### config.mk
export PLATFORM = sky130hd
export DESIGN_NAME = strict_decimal_amount_parser_flat
export DESIGN_NICKNAME = d
export VERILOG_FILES = /design/src/rtl/core/sdap_pkg.sv /design/src/rtl/core/sdap_if.sv /design/src/rtl/core/strict_decimal_amount_parser.sv /design/src/flat_wrapper.sv
export SDC_FILE = /design/constraint.sdc
export NUM_CORES = 1
export LEC_CHECK = 0
export ABC_AREA = 1
export BUFFER_PORTS_ARGS = -buffer_cell sky130_fd_sc_hd__buf_2
export CORE_MARGIN = 2
export CORE_UTILIZATION = 55
export DETAILED_ROUTE_END_ITERATION = 6
export GPL_TIMING_DRIVEN = 0
export PLACE_DENSITY = 0.72
export SYNTH_ARGS = -nofsm -noshare
export SYNTH_HDL_FRONTEND = slang
export SYNTH_SLANG_ARGS = --single-unit
### constraint.sdc
create_clock -name clk -period 6.84 [get_ports clk]
set_input_delay 0.684 -clock clk [delete_from_list [all_inputs] [get_ports clk]]
set_output_delay 0.684 -clock clk [all_outputs]
set_load 0.02 [all_outputs]
### src/rtl/core/sdap_pkg.sv
package sdap_pkg;

    localparam int CHAR_W   = 8;
    localparam int AMOUNT_W = 63;
    localparam int INT_W    = 40;
    localparam int FRAC_W   = 27;
    localparam int COUNT_W  = 4;
    localparam int WEIGHT_W = 24;
    localparam int DIGIT_W  = 4;
    localparam int SUM_W    = AMOUNT_W + 1;

    // Table places: eight weighted digits, then one of weight zero
    localparam int FRAC_PLACES = 9;

    localparam logic [INT_W-1:0]  INT_LIMIT  = 40'd92233720368;
    localparam logic [FRAC_W-1:0] UNIT_SCALE = 27'd100000000;

    localparam logic [CHAR_W-1:0] CHAR_NUL  = 8'h00;
    localparam logic [CHAR_W-1:0] CHAR_ZERO = 8'h30;
    localparam logic [CHAR_W-1:0] CHAR_NINE = 8'h39;
    localparam logic [CHAR_W-1:0] CHAR_DOT  = 8'h2E;

    function automatic logic [WEIGHT_W-1:0] frac_weight(input logic [COUNT_W-1:0] place);
        logic [WEIGHT_W-1:0] w;
        case (place)
            4'd0:    w = 24'd10000000;
            4'd1:    w = 24'd1000000;
            4'd2:    w = 24'd100000;
            4'd3:    w = 24'd10000;
            4'd4:    w = 24'd1000;
            4'd5:    w = 24'd100;
            4'd6:    w = 24'd10;
            4'd7:    w = 24'd1;
            default: w = '0;
        endcase
        return w;
    endfunction

endpackage

### src/rtl/core/sdap_if.sv
interface sdap_char_if;
    logic                           valid;
    logic                           ready;
    logic [sdap_pkg::CHAR_W-1:0]    char_byte;

    modport source (output valid, output char_byte, input ready);
    modport sink   (input valid, input char_byte, output ready);
endinterface

interface sdap_result_if;
    logic                           valid;
    logic                           ready;
    logic                           is_valid;
    logic [sdap_pkg::AMOUNT_W-1:0]  amount;

    modport source (output valid, output is_valid, output amount, input ready);
    modport sink   (input valid, input is_valid, input amount, output ready);
endinterface

### src/rtl/core/strict_decimal_amount_parser.sv
// Strict decimal amount parser. Takes one string byte per beat on chars; a zero
// byte closes the string and yields one beat on results: is_valid and the amount
// in units of 1e-8 (zero when invalid). Digits before an optional single dot form
// the integer part (rejected above 92233720368), up to MAX_FRAC_DIGITS digits
// (nine at most) after it form the fraction; any other byte, a second dot, an
// extra fraction digit, an empty string or a lone dot gives an invalid result.
// Input runs at one byte per clock, and the result appears on results in the
// cycle after its zero byte is taken; the single output register is the only
// thing that stalls input, then only while a result is held by results.ready low.
module strict_decimal_amount_parser #(
    parameter int MAX_FRAC_DIGITS = 8
) (
    input  logic            clk,
    input  logic            rst_n,
    sdap_char_if.sink       chars,
    sdap_result_if.source   results
);

    localparam logic [sdap_pkg::COUNT_W-1:0] FRAC_LIMIT =
        sdap_pkg::COUNT_W'(MAX_FRAC_DIGITS);
    localparam logic [sdap_pkg::COUNT_W-1:0] FRAC_TABLE_END =
        sdap_pkg::COUNT_W'(sdap_pkg::FRAC_PLACES);

    logic [sdap_pkg::INT_W-1:0]    int_accum_reg,  int_accum_next;
    logic [sdap_pkg::AMOUNT_W-1:0] scaled_reg,     scaled_next;
    logic [sdap_pkg::FRAC_W-1:0]   frac_accum_reg, frac_accum_next;
    logic [sdap_pkg::COUNT_W-1:0]  frac_count_reg, frac_count_next;
    logic saw_int_digit_reg, saw_int_digit_next;
    logic in_fraction_reg,   in_fraction_next;
    logic failed_reg,        failed_next;

    logic                          out_valid_reg,    out_valid_next;
    logic                          out_is_valid_reg, out_is_valid_next;
    logic [sdap_pkg::AMOUNT_W-1:0] out_amount_reg,   out_amount_next;

    logic                          accept;
    logic                          is_nul, is_digit, is_dot;
    logic [sdap_pkg::DIGIT_W-1:0]  digit;
    logic [sdap_pkg::INT_W:0]      int_new;
    logic [sdap_pkg::SUM_W-1:0]    scaled_new;
    logic [sdap_pkg::SUM_W-1:0]    digit_scaled;
    logic                          frac_room;
    logic [sdap_pkg::FRAC_W:0]     frac_term;
    logic [sdap_pkg::SUM_W-1:0]    sum;
    logic                          ok;

    assign chars.ready      = !out_valid_reg || results.ready;
    assign accept           = chars.valid && chars.ready;
    assign results.valid    = out_valid_reg;
    assign results.is_valid = out_is_valid_reg;
    assign results.amount   = out_amount_reg;

    always_comb
    begin
        is_nul   = (chars.char_byte == sdap_pkg::CHAR_NUL);
        is_dot   = (chars.char_byte == sdap_pkg::CHAR_DOT);
        is_digit = (chars.char_byte >= sdap_pkg::CHAR_ZERO) &&
                   (chars.char_byte <= sdap_pkg::CHAR_NINE);
        // ASCII digits 0x30..0x39: the low nibble is the value
        digit    = chars.char_byte[sdap_pkg::DIGIT_W-1:0];

        // x*10 + d as shift-add; never exceeds 40 bits while not failed
        int_new = ({1'b0, int_accum_reg} << 3) + ({1'b0, int_accum_reg} << 1)
                + (sdap_pkg::INT_W+1)'(digit);

        // Integer part kept pre-scaled by 1e8 alongside, valid while within limit
        digit_scaled = sdap_pkg::SUM_W'(digit) * sdap_pkg::SUM_W'(sdap_pkg::UNIT_SCALE);
        scaled_new   = ({1'b0, scaled_reg} << 3) + ({1'b0, scaled_reg} << 1) + digit_scaled;

        frac_room = (frac_count_reg < FRAC_LIMIT) && (frac_count_reg < FRAC_TABLE_END);
        frac_term = (sdap_pkg::FRAC_W+1)'(digit)
                  * (sdap_pkg::FRAC_W+1)'(sdap_pkg::frac_weight(frac_count_reg));

        ok  = !failed_reg && (saw_int_digit_reg || (frac_count_reg != '0));
        sum = {1'b0, scaled_reg} + sdap_pkg::SUM_W'(frac_accum_reg);
        // top bit set means above the signed 64-bit maximum
        if (sum[sdap_pkg::SUM_W-1])
        begin
            ok = 1'b0;
        end
    end

    always_comb
    begin
        int_accum_next     = int_accum_reg;
        scaled_next        = scaled_reg;
        frac_accum_next    = frac_accum_reg;
        frac_count_next    = frac_count_reg;
        saw_int_digit_next = saw_int_digit_reg;
        in_fraction_next   = in_fraction_reg;
        failed_next        = failed_reg;
        out_valid_next     = out_valid_reg && !results.ready;
        out_is_valid_next  = out_is_valid_reg;
        out_amount_next    = out_amount_reg;

        if (accept)
        begin
            if (is_nul)
            begin
                out_valid_next     = 1'b1;
                out_is_valid_next  = ok;
                out_amount_next    = ok ? sum[sdap_pkg::AMOUNT_W-1:0] : '0;
                int_accum_next     = '0;
                scaled_next        = '0;
                frac_accum_next    = '0;
                frac_count_next    = '0;
                saw_int_digit_next = 1'b0;
                in_fraction_next   = 1'b0;
                failed_next        = 1'b0;
            end
            else if (!failed_reg)
            begin
                if (is_digit)
                begin
                    if (!in_fraction_reg)
                    begin
                        int_accum_next     = int_new[sdap_pkg::INT_W-1:0];
                        scaled_next        = scaled_new[sdap_pkg::AMOUNT_W-1:0];
                        saw_int_digit_next = 1'b1;
                        if (int_new > {1'b0, sdap_pkg::INT_LIMIT})
                        begin
                            failed_next = 1'b1;
                        end
                    end
                    else if (!frac_room)
                    begin
                        failed_next = 1'b1;
                    end
                    else
                    begin
                        frac_accum_next = frac_accum_reg + frac_term[sdap_pkg::FRAC_W-1:0];
                        frac_count_next = frac_count_reg + 1'b1;
                    end
                end
                else if (is_dot)
                begin
                    if (in_fraction_reg)
                    begin
                        failed_next = 1'b1;
                    end
                    else
                    begin
                        in_fraction_next = 1'b1;
                    end
                end
                else
                begin
                    failed_next = 1'b1;
                end
            end
        end
    end

    always_ff @(posedge clk or negedge rst_n)
    begin
        if (!rst_n)
        begin
            int_accum_reg     <= '0;
            scaled_reg        <= '0;
            frac_accum_reg    <= '0;
            frac_count_reg    <= '0;
            saw_int_digit_reg <= 1'b0;
            in_fraction_reg   <= 1'b0;
            failed_reg        <= 1'b0;
            out_valid_reg     <= 1'b0;
        end
        else
        begin
            int_accum_reg     <= int_accum_next;
            scaled_reg        <= scaled_next;
            frac_accum_reg    <= frac_accum_next;
            frac_count_reg    <= frac_count_next;
            saw_int_digit_reg <= saw_int_digit_next;
            in_fraction_reg   <= in_fraction_next;
            failed_reg        <= failed_next;
            out_valid_reg     <= out_valid_next;
        end
    end

    always_ff @(posedge clk)
    begin
        out_is_valid_reg <= out_is_valid_next;
        out_amount_reg   <= out_amount_next;
    end

endmodule

### src/flat_wrapper.sv
// flat-port wrapper written by rule: the top's interface ports become plain ports
module strict_decimal_amount_parser_flat 
#(
    parameter int MAX_FRAC_DIGITS = 8
)
  (clk, rst_n, chars_valid, chars_char_byte, chars_ready, results_valid, results_is_valid, results_amount, results_ready);
  sdap_char_if chars_i ();
  sdap_result_if results_i ();
  input  logic clk;
  input  logic rst_n;
  input wire logic [$bits(chars_i.valid)-1:0] chars_valid;
  input wire logic [$bits(chars_i.char_byte)-1:0] chars_char_byte;
  output wire logic [$bits(chars_i.ready)-1:0] chars_ready;
  output wire logic [$bits(results_i.valid)-1:0] results_valid;
  output wire logic [$bits(results_i.is_valid)-1:0] results_is_valid;
  output wire logic [$bits(results_i.amount)-1:0] results_amount;
  input wire logic [$bits(results_i.ready)-1:0] results_ready;
  assign chars_i.valid = chars_valid;
  assign chars_i.char_byte = chars_char_byte;
  assign chars_ready = chars_i.ready;
  assign results_valid = results_i.valid;
  assign results_is_valid = results_i.is_valid;
  assign results_amount = results_i.amount;
  assign results_i.ready = results_ready;
  strict_decimal_amount_parser #(.MAX_FRAC_DIGITS(MAX_FRAC_DIGITS)) u_core (.clk(clk), .rst_n(rst_n), .chars(chars_i), .results(results_i));
endmodule
Yosys cells after proc, flatten, opt, wreduce, memory -nomap -nowiden

Memories as Yosys holds them, arrays and structs flattened.
Index checks and enable logic that the tools add are counted.

Output and inout port bits: 66
Bits in registers: 202
Logic and storage cells: 87
Input port bits: 12
Memory bits (read-only): 168
Memories: 1

Memory list:

| memory           | words | bits a word | rd ports | clocked after Yosys merged registers in | write ports | line           | RTL |
|---|---|---|---|---|---|---|---|
| (name not given) | 8     | 21          | 1        | 0                                       | 0           | sdap_pkg.sv:25 | `case (place)` |

Multipliers: 2
Multiplexer cells: 38
Eq/ne operators: 4
Add/subtract/negate cells: 7
Reduce and logical (&&, ||, !) cells: 20
Order comparisons: 5

Operators with widths:

| kind                                                              | number |
|---|---|
| 2-to-1 mux 63 bit                                                 | 4 |
| 2-to-1 mux 40 bit                                                 | 4 |
| 2-to-1 mux 27 bit                                                 | 5 |
| adder 63 x 27 -> 64 bit                                           | 1 |
| adder 63 x 31 -> 63 bit                                           | 1 |
| adder 63 bit                                                      | 1 |
| adder 41 x 4 -> 41 bit                                            | 1 |
| adder 41 bit                                                      | 1 |
| > comparator 41 x 37 -> 1 bit, second input constant              | 1 |
| adder 27 bit                                                      | 1 |
| multiplier 4 x 24 -> 27 bit                                       | 1 |
| 2-to-1 mux 24 bit                                                 | 1 |
| multiplier 4 x 19 -> 23 bit, second input constant                | 1 |
| 2-to-1 mux 4 bit                                                  | 5 |
| 2-to-1 mux 1 bit                                                  | 19 |
| equality test 8 x 6 -> 1 bit, second input constant               | 1 |
| greater-or-equal comparator 8 x 6 -> 1 bit, second input constant | 1 |
| <= comparator 8 x 6 -> 1 bit, second input constant               | 1 |
| zero test 8 bit                                                   | 1 |
| less-than comparator 4 bit, second input constant                 | 2 |
| AND reduction 4 bit                                               | 2 |
| nonzero test 2 bit                                                | 4 |
| logical AND 1 bit                                                 | 5 |
| AND reduction 5 bit                                               | 1 |
| other kinds (7)                                                   | 11 |

Depth between registers and ports, before layout

An unclocked memory read counts as a cell.

Depth in word-level cells: 9
Gate-level depth with buffers: 36
Gate-level depth less buffers: 36

Worst setup path before layout

Ideal clock, no wire load.

Path type: input port to flip-flop
Start: input port chars_char_byte[0]
End: register u_core.scaled_reg[18] (netlist name)
Arrival time: 5.880 ns
Slack: 0.828 ns
Setup time: 0.133 ns
Path buffers: 2
Required time: 6.707 ns
Cell stages on the path: 11
Cell sequence: clkinv_1 -> clkbuf_1 -> ha_1 -> nand4_1 -> nor2_2 -> inv_1 -> nor2_1 -> nor2_1 -> clkinv_1 -> clkbuf_1 -> o22ai_1

Longest elaborated chain between the ends: 6
Elaborated cells between the ends (all ways): 14
Classes of those cells: 1 x add/sub; 1 x mul; 2 x order compare; 2 x eq/ne; 4 x mux; 4 x reduce/logical

RTL lines:

| what                        | line                                | RTL |
|---|---|---|
| start, declared             | flat_wrapper.sv:12                  | `input wire logic [$bits(chars_i.char_byte)-1:0] chars_char_byte;` |
| multiplier 4 x 19 -> 23 bit | strict_decimal_amount_parser.sv:67  | `digit_scaled = sdap_pkg::SUM_W'(digit) * sdap_pkg::SUM_W'(sdap_pkg::UNIT_SCALE);` |
| adder 63 x 31 -> 63 bit     | strict_decimal_amount_parser.sv:68  | `scaled_new = ({1'b0, scaled_reg} << 3) + ({1'b0, scaled_reg} << 1) + digit_scaled;` |
| 2-to-1 mux 63 bit           | strict_decimal_amount_parser.sv:115 | `if (!in_fraction_reg)` |
| 2-to-1 mux 63 bit           | strict_decimal_amount_parser.sv:113 | `if (is_digit)` |
| 2-to-1 mux 63 bit           | strict_decimal_amount_parser.sv:111 | `else if (!failed_reg)` |
| 2-to-1 mux 63 bit           | strict_decimal_amount_parser.sv:98  | `if (is_nul)` |
| end signal, assigned        | strict_decimal_amount_parser.sv:170 | `scaled_reg <= scaled_next;` |
| end, declared               | strict_decimal_amount_parser.sv:25  | `logic [sdap_pkg::AMOUNT_W-1:0] scaled_reg, scaled_next;` |

Several ways; a longest one is shown, not always the timed one. The select of a mux whose other input is x is not followed.
A chain may end at the register's enable or synchronous reset.

Final worst setup path

Start: input port chars_char_byte[1]
End: register u_core.scaled_reg[56] (netlist name)

The elaborated chain is that of the path after synthesis.

==> impl_metrics.xml <==
<?xml version="1.0" encoding="UTF-8"?>
<metrics>
  <group name="critical_path">
    <metric name="worst-path-max-fanout" unit="">7</metric>
    <metric name="timing.reg2reg.setup_slack" unit="ps">1180</metric>
    <metric name="slowest_stage" unit="">sky130_fd_sc_hd__fa_2</metric>
    <metric name="cp_common_cell" unit="">sky130_fd_sc_hd__nand2_1</metric>
    <metric name="cp_slowest_stage_delay" unit="ps">620</metric>
    <metric name="timing.critical_path.required" unit="ps">7240</metric>
    <metric name="worst_setup_path_startpoint" unit="">chars_char_byte[1]</metric>
    <metric name="crit-reg2reg-launch" unit="">u_core.frac_count_reg[0]</metric>
    <metric name="reg2regPathDepth" unit="">23</metric>
    <metric name="timing.setup.critical_path_class" unit="">input pin to flip-flop</metric>
    <metric name="critical_path.endpoint_type" unit="">flip-flop</metric>
    <metric name="critical_path.startpoint_type" unit="">input pin</metric>
    <metric name="worst-endpoint-arrival" unit="ps">6820</metric>
    <metric name="worst_r2r_endpoint" unit="">u_core.frac_accum_reg[22]</metric>
  </group>
  <group name="routing">
    <metric name="routed_wire_length" unit="µm">59800</metric>
    <metric name="drt_iter0_markers" unit="">1460</metric>
    <metric name="vias_per_cell" unit="">5.58</metric>
    <metric name="final_antenna_net_count" unit="">0</metric>
    <metric name="routed_wire_length_per_instance" unit="µm">17.2</metric>
    <metric name="num_vias" unit="">19359</metric>
    <metric name="drt_drc_violations_left" unit="">0</metric>
    <metric name="firstDrtPassIters" unit="">5</metric>
  </group>
  <group name="sta">
    <metric name="timing_hold_violations_final" unit="">0</metric>
    <metric name="worstMarginPinSlew" unit="ps">957</metric>
    <metric name="timing_max_transition_violations_final" unit="">0</metric>
    <metric name="slew_headroom" unit="%">36.0</metric>
    <metric name="achievable-frequency" unit="MHz">156</metric>
    <metric name="fin_skew" unit="ps">17.3</metric>
    <metric name="post-route-period-util" unit="%">93.9</metric>
    <metric name="fin_hold_ws" unit="ps">101</metric>
    <metric name="grt_setup_unrepaired" unit="">no</metric>
    <metric name="layout_min_cycle_time" unit="ps">6420</metric>
    <metric name="timing.final.ws_setup" unit="ps">419</metric>
    <metric name="setup_violations" unit="">0</metric>
  </group>
  <group name="pwr">
    <metric name="irDropWorstVdd" unit="V">0.000222</metric>
    <metric name="leakagePower" unit="nW">11.9</metric>
    <metric name="power.density_cell_area" unit="nW/µm²">206</metric>
    <metric name="finalPower" unit="W">0.00460</metric>
  </group>
  <group name="synth">
    <metric name="number_of_flops_mapped_to_enable_cells_by_yosys" unit="">64</metric>
    <metric name="synth.area.top_cells" unit="">sky130_fd_sc_hd__dfrtp_1 15%, sky130_fd_sc_hd__ha_1 15%, sky130_fd_sc_hd__nand2_1 13%, sky130_fd_sc_hd__inv_1 9.5%, sky130_fd_sc_hd__edfxtp_1 9.3%</metric>
    <metric name="syn-cell-area" unit="µm²">20600</metric>
    <metric name="synth_area_per_cell" unit="µm²">7.13</metric>
    <metric name="synthesis.yosys.warnings" unit="">0</metric>
    <metric name="syn_nets" unit="">3237</metric>
    <metric name="postSynthRegisterBits" unit="">189</metric>
    <metric name="synth_top_area_share" unit="%">15.2</metric>
    <metric name="ys_seq_area_share" unit="%">24.5</metric>
    <metric name="yosysTopAreaCell" unit="">sky130_fd_sc_hd__dfrtp_1</metric>
    <metric name="primary_flip_flop_cell_chosen_by_synthesis_mapping" unit="">sky130_fd_sc_hd__dfrtp_1</metric>
    <metric name="synth_cell_types" unit="">61</metric>
    <metric name="asyncSetResetFlopFracSynth" unit="%">66.1</metric>
    <metric name="post_synth_inst_count" unit="">2892</metric>
  </group>
  <group name="grt">
    <metric name="grt_antenna_before_repair" unit="">0</metric>
    <metric name="first_pass_grt_wire_length" unit="µm">96600</metric>
    <metric name="grt_start_max_net_pins" unit="">97</metric>
    <metric name="globalRouteOverflowTotal" unit="">0</metric>
    <metric name="grt_usage" unit="%">31.5</metric>
    <metric name="grt_pass1_vias" unit="">18816</metric>
  </group>
  <group name="clock_tree">
    <metric name="clock_insertion_delay_worst_skew" unit="ps">470</metric>
    <metric name="hold_buffer_count_at_cts" unit="">0</metric>
    <metric name="clk_transition_reported_paths" unit="ps">80</metric>
    <metric name="cts_htree_levels" unit="">4</metric>
    <metric name="clk_root_buffer_cell" unit="">sky130_fd_sc_hd__clkbuf_16</metric>
    <metric name="cts.sink_count" unit="">189</metric>
    <metric name="clock_tree_from_tritoncts" unit="">done</metric>
    <metric name="numCtsBuffers" unit="">17</metric>
    <metric name="cts.path.max_buffers" unit="">2</metric>
  </group>
  <group name="floorplan">
    <metric name="placementRows" unit="">70</metric>
    <metric name="start_util" unit="%">56.1</metric>
    <metric name="core-area" unit="µm²">36800</metric>
    <metric name="pin_count" unit="">78</metric>
    <metric name="die_y" unit="µm">198</metric>
    <metric name="die_width" unit="µm">198</metric>
    <metric name="die_area" unit="µm²">39100</metric>
  </group>
  <group name="placement">
    <metric name="final_weighted_congestion_of_routability_driven_global_placement" unit="">0.952</metric>
    <metric name="dpl_cell_area" unit="µm²">21700</metric>
    <metric name="numPlacedInstances" unit="">3440</metric>
    <metric name="post-dp-hpwl" unit="µm">49500</metric>
    <metric name="place_worst_setup_slack" unit="ps">-979</metric>
    <metric name="port_buffers" unit="">77</metric>
  </group>
  <group name="status">
    <metric name="outcome" unit="">completed</metric>
  </group>
  <group name="run">
    <metric name="max_cap_violations" unit="">0</metric>
  </group>
  <group name="worst_hold_path">
    <metric name="hp-class" unit="">input pin to async pin</metric>
  </group>
  <group name="finish">
    <metric name="area_delta_synth_final" unit="%">8.54</metric>
    <metric name="fin_area" unit="µm²">22400</metric>
    <metric name="layout_commonest_cell" unit="">sky130_fd_sc_hd__nand2_1</metric>
    <metric name="number_of_flip_flops_under_the_largest_register_name" unit="">63</metric>
    <metric name="finalNonFillerCells" unit="">3471</metric>
    <metric name="fraction_of_final_layout_cells_sized_beyond_drive_strength_1" unit="%">5.83</metric>
    <metric name="num_antenna_cells" unit="">0</metric>
    <metric name="layout.nets" unit="">3335</metric>
    <metric name="highest_count_cells_in_the_layout_ignoring_fill_and_taps" unit="">706 x sky130_fd_sc_hd__nand2_1, 523 x sky130_fd_sc_hd__inv_1, 312 x sky130_fd_sc_hd__nor2_1, 245 x sky130_fd_sc_hd__ha_1, 209 x sky130_fd_sc_hd__a21oi_1</metric>
  </group>
</metrics>
==> worst max-delay path by stage <==
stage | end | slack, ps | cells after the start
floorplan | u_core.scaled_reg[18] | 830 | 11
global placement | u_core.frac_accum_reg[24] | -3170 | 12
detailed placement | u_core.scaled_reg[62] | -980 | 32
CTS | u_core.scaled_reg[61] | 6 | 34
global route | u_core.scaled_reg[56] | 5 | 36
finish | u_core.scaled_reg[56] | 420 | 36
==> kinds of logic (layout without fill, tap and decap cells) <==
group | Yosys count | in the layout | share of synthesized area [%]
AOI/OAI and AO/OA | 503 | 503 | 14.3
xor gates and xnor gates | 79 | 79 | 3.36
adders and majority gates | 333 | 333 | 23.4
DFF | 189 | 189 | 24.5
and+or+nand+nor | 1224 | 1224 | 24.2
buffers and inverters | 564 | 675 | 10.4
==> Yosys cell counts (all sizes together) (8+ instances only) <==
| library cell | number |
|---|---|
| a22o | 14 |
| nand4 | 22 |
| edfxtp | 64 |
| nor4 | 16 |
| nand3 | 91 |
| o22ai | 28 |
| o21ai | 149 |
| nor2 | 318 |
| nor3 | 44 |
| o21a | 14 |
| o31ai | 19 |
| nand2 | 709 |
| ha | 246 |
| clkbuf | 26 |
| a21oi | 219 |
| a31oi | 13 |
| o211ai | 10 |
| xor2 | 58 |
| inv | 524 |
| or2 | 11 |
| o21bai | 8 |
| dfrtp | 125 |
| xnor2 | 21 |
| a21o | 11 |
| buf | 9 |
| fa | 87 |
==> area by class of cell <==
type	instances	area, µm²
plain buffers	34	146
clock buffers	17	425
clock inverters	15	191
fillers	3482	14400
inverters	529	1990
multi-input cells	2139	13500
flip-flops and latches	189	5050
well taps	468	586
repair buffers	80	467
==> where the power goes <==
part           total [W]  internal, W  switching, W
sequential       0.00129      0.00122     0.0000669
combinational    0.00223     0.000738       0.00149
clock            0.00108     0.000560      0.000523
total            0.00460      0.00252       0.00208
==> layer usage <==
layer  vias to the layer above  track usage, %  routed length [µm]
met3                        94            4.22                3930
met5                         -               0                   0
met1                      9087            44.0               27500
met4                         0            7.96                1100
li1                       9552               -                   -
met2                       626            51.6               27200
==> worst max-delay path: cells and delay by family <==
family | cells | cell delay [ps]
compound gates | 15 | 2290
xor+xnor | 1 | 180
fa+ha+maj | 5 | 2320
buf+inv | 6 | 620
simple gates | 9 | 690
==> per-stage QoR <==
step	util, %	TNS [ps]
final	60.8	0
after global routing	60.8	0
after CTS	60.6	0
after detailed placement	58.9	-18560
after global placement	58.7	-359520
after floorplan	-	0
==> what timing repair did <==
| action | 4_1_cts | 5_1_grt |
|---|---|---|
| buffers inserted | 0 | 0 |
| gates resized for setup | 3 | 24 |
| pin swaps | 0 | 2 |
| endpoints found under the hold margin | 0 | 0 |
| setup endpoints to repair | 21 | 24 |
(Power assumes the default switching activity.)
